## config.mk

```make
export PLATFORM = sky130hd
export DESIGN_NAME = smu_front
export DESIGN_NICKNAME = d
export VERILOG_FILES = /design/src/hdl/smu_pkg.sv /design/src/hdl/smu_front.sv
export SDC_FILE = /design/constraint.sdc
export NUM_CORES = 1
export LEC_CHECK = 0
export ABC_AREA = 1
export BUFFER_PORTS_ARGS = -buffer_cell sky130_fd_sc_hd__buf_2
export CAP_MARGIN = 20
export CORE_ASPECT_RATIO = 1.5
export CORE_MARGIN = 4
export CORE_UTILIZATION = 50
export CTS_CLUSTER_SIZE = 10
export DETAILED_ROUTE_END_ITERATION = 10
export PLACE_DENSITY_LB_ADDON = 0.3
export SYNTH_ARGS = -nofsm -noshare
export SYNTH_HDL_FRONTEND = slang
export SYNTH_SLANG_ARGS = --single-unit
```

## constraint.sdc

```tcl
create_clock -name clk -period 5.08 [get_ports clk]
set_input_delay 0.508 -clock clk [delete_from_list [all_inputs] [get_ports clk]]
set_output_delay 0.508 -clock clk [all_outputs]
set_load 0.01 [all_outputs]
```

## src/hdl/smu_pkg.sv

```systemverilog
// Shared types and constants for the sort and median unit.
// No dependencies; imported by every module of the block.
package smu_pkg;

  localparam int SMU_MAX_ELEMENTS = 128;
  localparam int SMU_QUEUE_DEPTH  = 4;

  localparam int SAMPLE_W = 32;
  localparam int MEDIAN_W = 33;
  localparam int SIZE_W   = 8;

  // One input transaction as held in the queue between front and back.
  typedef struct packed {
    logic signed [SAMPLE_W-1:0] sample;
    logic                       last_sample;
  } smu_item_t;

endpackage

```

## src/hdl/smu_front.sv

```systemverilog
// Front end of the sort and median unit: accepts input transactions
// and holds them in a short queue for the sort engine. Depends on smu_pkg.
module smu_front #(
  parameter int QUEUE_DEPTH = smu_pkg::SMU_QUEUE_DEPTH
) (
  input  logic                          clk,
  input  logic                          rst_n,
  input  logic                          in_tvalid,
  output logic                          in_tready,
  input  logic [smu_pkg::SAMPLE_W-1:0]  in_tdata,   // [31:0] sample
  input  logic                          in_tlast,   // last_sample
  output logic                          item_valid,
  input  logic                          item_ready,
  output smu_pkg::smu_item_t            item
);
  import smu_pkg::*;

  localparam int QAW = (QUEUE_DEPTH > 1) ? $clog2(QUEUE_DEPTH) : 1;
  localparam int QCW = $clog2(QUEUE_DEPTH + 1);

  smu_item_t        q_r [QUEUE_DEPTH];
  logic [QAW-1:0]   wp_r, rp_r;
  logic [QCW-1:0]   cnt_r;
  logic             push, pop;

  assign in_tready  = (cnt_r != QCW'(QUEUE_DEPTH));
  assign item_valid = (cnt_r != '0);
  assign item       = q_r[rp_r];
  assign push       = in_tvalid && in_tready;
  assign pop        = item_valid && item_ready;

  always_ff @(posedge clk) begin
    if (push) begin
      q_r[wp_r].sample      <= in_tdata;
      q_r[wp_r].last_sample <= in_tlast;
    end
  end

  always_ff @(posedge clk) begin
    if (!rst_n) begin
      wp_r  <= '0;
      rp_r  <= '0;
      cnt_r <= '0;
    end else begin
      if (push) begin
        wp_r <= (wp_r == QAW'(QUEUE_DEPTH - 1)) ? '0 : wp_r + QAW'(1);
      end
      if (pop) begin
        rp_r <= (rp_r == QAW'(QUEUE_DEPTH - 1)) ? '0 : rp_r + QAW'(1);
      end
      if (push && !pop) begin
        cnt_r <= cnt_r + QCW'(1);
      end else if (pop && !push) begin
        cnt_r <= cnt_r - QCW'(1);
      end
    end
  end

  a_cnt_bound: assert property (@(posedge clk) disable iff (!rst_n)
    cnt_r <= QCW'(QUEUE_DEPTH))
    else $error("queue count above depth");

endmodule

```

Word-level counts from Yosys, hierarchy flattened
Memory sizes are Yosys's and may differ from the RTL's. A register that Yosys moved wholly into a read port is not among the register bits.
Cells that the tools add are included.
{"block": "word_totals", "wordCells": 27, "mem_count": 1, "mem_bits_rw": 132, "output_inout_bits": 35, "in_bits": 37, "ff_bits": 7}
{"memory": "q_r", "words": 4, "word_bits": 33, "read_ports": 1, "rd_clocked_by_memory_dff": 1, "write_ports": 1, "line": "smu_front.sv:21", "source": "smu_item_t q_r [QUEUE_DEPTH];"}
{"block": "classes", "add_sub_neg": 4, "n_reduce_logical": 8, "n_eq_ne": 3, "muxes": 8}
{"cell": "$mux W2", "count": 4}
{"cell": "$mux W3", "count": 2}
{"cell": "$add A2 B1 Y2 const B", "count": 2}
{"cell": "$eq A2 B2 Y1 const B", "count": 2}
{"cell": "$logic_and A1 B1 Y1", "count": 4}
{"cell": "$add A3 B1 Y3 const B", "count": 1}
{"cell": "$ne A3 B3 Y1 const B", "count": 1}
{"cell": "$reduce_bool A3 Y1", "count": 1}
{"cell": "$sub A3 B1 Y3 const B", "count": 1}
{"cell": "$logic_not A1 Y1", "count": 2}
{"cell": "$mux W1", "count": 2}
{"cell": "$reduce_bool A2 Y1", "count": 1}

Longest topological paths before layout
{"block": "logic_depth", "depth_word": 6, "mapped_depth": 13, "ltp_nobuf": 13}

Least setup slack after synthesis
Ideal clock, no wire load.
{"block": "synth_timing", "kind": "register -> register", "startpoint": "register cnt_r[1]", "endpoint": "memory q_r[0][0] (netlist bit), enable pin", "setup_time_ns": 0.423, "arrival_time_ns": 2.145, "required_ns": 4.657, "path_stages_with_launch": 5, "setup_slack_ns": 2.512, "synth_period_minus_slack_ns": 2.568, "path_buffers": 0, "cell_sequence": "dfxtp_1 > nor2_1 > nand2_1 > nand2_1 > nor2_1"}
{"block": "synth_between", "elab_chain_cells": 4}
{"item": "from (decl)", "line": "smu_front.sv:23", "source": "logic [QCW-1:0] cnt_r;"}
{"item": "from (signal assigned)", "line": "smu_front.sv:52", "source": "cnt_r <= cnt_r + QCW'(1);"}
{"item": "from (signal assigned)", "line": "smu_front.sv:54", "source": "cnt_r <= cnt_r - QCW'(1);"}
{"item": "$ne A3 B3 Y1", "line": "smu_front.sv:26", "source": "assign in_tready = (cnt_r != QCW'(QUEUE_DEPTH));"}
{"item": "net in_tready", "line": "smu_front.sv:9", "source": "output logic in_tready,"}
{"item": "$logic_and A1 B1 Y1", "line": "smu_front.sv:29", "source": "assign push = in_tvalid && in_tready;"}
{"item": "$mux W1", "line": "smu_front.sv:33", "source": "if (push) begin"}
{"item": "$mux W1 (not written as such)", "line": "smu_front.sv:35", "source": "q_r[wp_r].last_sample <= in_tlast;"}
{"item": "to (decl)", "line": "smu_front.sv:21"}
The timed path passes the listed nets, and every way through them passes these cells.

==> metrics.md <==
| Metric | Value |
|---|---|
| Critical path data required time | 4.57 ns |
| Initial antenna violation count | 0 |
| Clk pin slew, worst setup/hold paths | approximately 0.050 ns |
| Final core occ | 60.53% |
| Finish-stage setup viols | 0 |
| Startpoint Class | register |
| Sequential area share after synthesis | between 70 and 80% |
| Core Region | 10590 sq um |
| PD cells | between 500 and 600 nW/um^2 |
| Vias after detailed routing | approximately 3300 |
| Vias in the first global route | 3272 |
| Post-route DRC | 0 |
| Total power | 3.468 mW |
| Pre-CTS setup slack | between 2 and 2.5 ns |
| Pleak | ~2.3 nW |
| Period utilization | 55.18% |
| CTS Hold Bufs | 0 |
| GP Congestion | around 0.79 |
| Cells after synthesis | approximately 390 |
| Pre-antenna DRT Iters | 5 |
| CP Capture Type | output port |
| Number of synthesized register bits | ~140 |
| Clk sink count | approximately 140 |
| Root Driver | clkbuf_16 |
| WL final | 10180 um |
| RSZ-0062 raised after global routing | false |
| First-pass GRT wire length | 16020 um |
| HPWL reported at the end of detailed placement | between 5000 and 6000 um |
| Critical path peak fanout | 66 |
| H-tree levels | 4 |
| Setup_tns | 0 ns |
| Status | complete, no violations |
| Initial DRC count | between 200 and 250 |
| Via-to-Cell Ratio | between 5 and 6 |
| Most frequent cells in the layout | edfxtp_1, nor2_1, buf_2 |
| GRT Resource Usage Total | roughly 17% |
| Final WS setup | 2.277 ns |
| CTS max path bufs | 2 |
| Worst-case hold slack | about 0.32 ns |
| N_diodes | 0 |
| Synth Cell Area | 5411 sq um |
| GRT Residual Overflow | 0 |
| Slew Limit Fails | 0 |
| Post-cts sizing count | 0 |
| Post-synthesis cell type count | 20 |
| Nets | 506 |
| Worst vdd ir | about 380 uV |
| Setup Buffers After CTS | 0 |
| Largest net degree at the start of global routing | between 60 and 70 |
| Worst EP arrival | 2.29 ns |
| Endpoints failing hold | 0 |
| Clock Latency Late Sink | slightly above 0.4 ns |
| CTS tree | built |
| CTS Buf Count | 17 |
| Cell Rows | 46 |
| Syn_nets | roughly 430 |
| Fmax | between 300 and 400 MHz |
| Commonest non-fill, non-tap cell in the layout | edfxtp_1 |
| Die area | 12590 sq um |
| Die H | between 100 and 150 um |
| Worst-Margin Slew | 1.065 ns |
| Starting Density | 51.10% |
| WS Path Type | register to output port |
| Num ports | a little over 70 |
| Drt wl/cell | roughly 16 um |
| Worst hold path type | input port to register |
| Fraction of layout cells with a size suffix above 1 | 22.32% |
| Fin crit period | approximately 2.8 ns |
| Slew HR | a little under 30% |
| Ys Warns | 0 |
| Max_cap viols | 0 |
| Avg Synthesized Cell Area | 13.91 sq um |
| Area growth syn-to-layout | 18.45% |
| Chip Width | between 90 and 100 um |
| Antenna viol nets, final | 0 |
| Worst clock skew | approximately 0.0076 ns |
| Port-buffer cells | 71 |
[synthesized netlist by cell type]
cell / number / share of area, %
clkbuf_1: 1 / 0.069
buf_6: 9 / 1.9
o21ai_1: 18 / 1.7
inv_1: 15 / 1.0
inv_2: 2 / 0.14
dfxtp_1: 9 / 3.3
fa_1: 1 / 0.37
buf_2: 7 / 0.65
nand3_1: 1 / 0.092
nand4_1: 1 / 0.12
nand3b_1: 1 / 0.14
nor2_1: 83 / 5.8
o22ai_1: 33 / 3.8
nand2_1: 15 / 1.0
a21oi_1: 2 / 0.18
edfxtp_1: 132 / 73
ha_1: 6 / 1.4
clkbuf_2: 2 / 0.18
buf_8: 1 / 0.28
o21ai_0: 50 / 4.6
[power breakdown]
| part | internal [mW] | switching [mW] | total (mW) |
|---|---|---|---|
| sequential | 1.42 | 0.0568 | 1.48 |
| clock | 0.712 | 0.409 | 1.12 |
| combinational | 0.300 | 0.567 | 0.867 |
| total | 2.44 | 1.03 | 3.47 |
[flip-flops by register name (all words and copies together), names as in the netlist, named ones only]
register,flops
rp_r,2
wp_r,2
cnt_r,3
q_r,132
[worst max-delay path: stages (launching register included)]
cell     delay [ns]
dfxtp_2        0.45
inv_2          0.81
o21ai_0        0.20
o22ai_1        0.23
buf_2          0.18
[metrics by stage]
stage | cell area (sq um) | cells
2_1_floorplan | 5411 | 389
3_3_place_gp | 5821 | 585
3_5_place_dp | 5821 | 585
4_1_cts | 6362 | 617
5_1_grt | 6410 | 619
6_report | 6410 | 619
[kinds of logic (layout without fill, tap and decap cells)]
logic type,Yosys count,after routing,share of synthesized area [%]
compound gates,103,103,10.29
simple gates,101,101,7.144
flops,141,141,76.58
fa+ha+maj,7,7,1.757
buf+inv,37,123,4.231
[layout make-up]
cell class	instances	area, sq um
well taps	144	180.2
fillers	853	4180
inverters	17	63.81
flip-flops and latches	141	4145
multi-input cells	211	1069
clock buffers	22	444.2
clock inverters	10	97.59
repair buffers	74	410.4
[worst paths after layout]
| path | from | to | slack (ns) | depth (start not counted) |
|---|---|---|---|---|
| worst max-delay path | register | item[32] | 2.28 | 4 |
| worst min-delay path | in_tdata[27] | q_r[3][28] | 0.32 | 1 |
| worst max register to register | cnt_r[1] | q_r[3][18] | 2.91 | 4 |
| worst min register to register | cnt_r[0] | cnt_r[0] | 0.51 | 2 |
[routing by layer]
| metal | track usage [%] | routed length, um |
|---|---|---|
| met1 | 18.89 | 3824 |
| met2 | 28.90 | 5395 |
| met5 | 0 | 0 |
| met4 | 7.335 | 160 |
| met3 | 6.448 | 794 |
No activity file was read; power rests on OpenSTA's default activity.
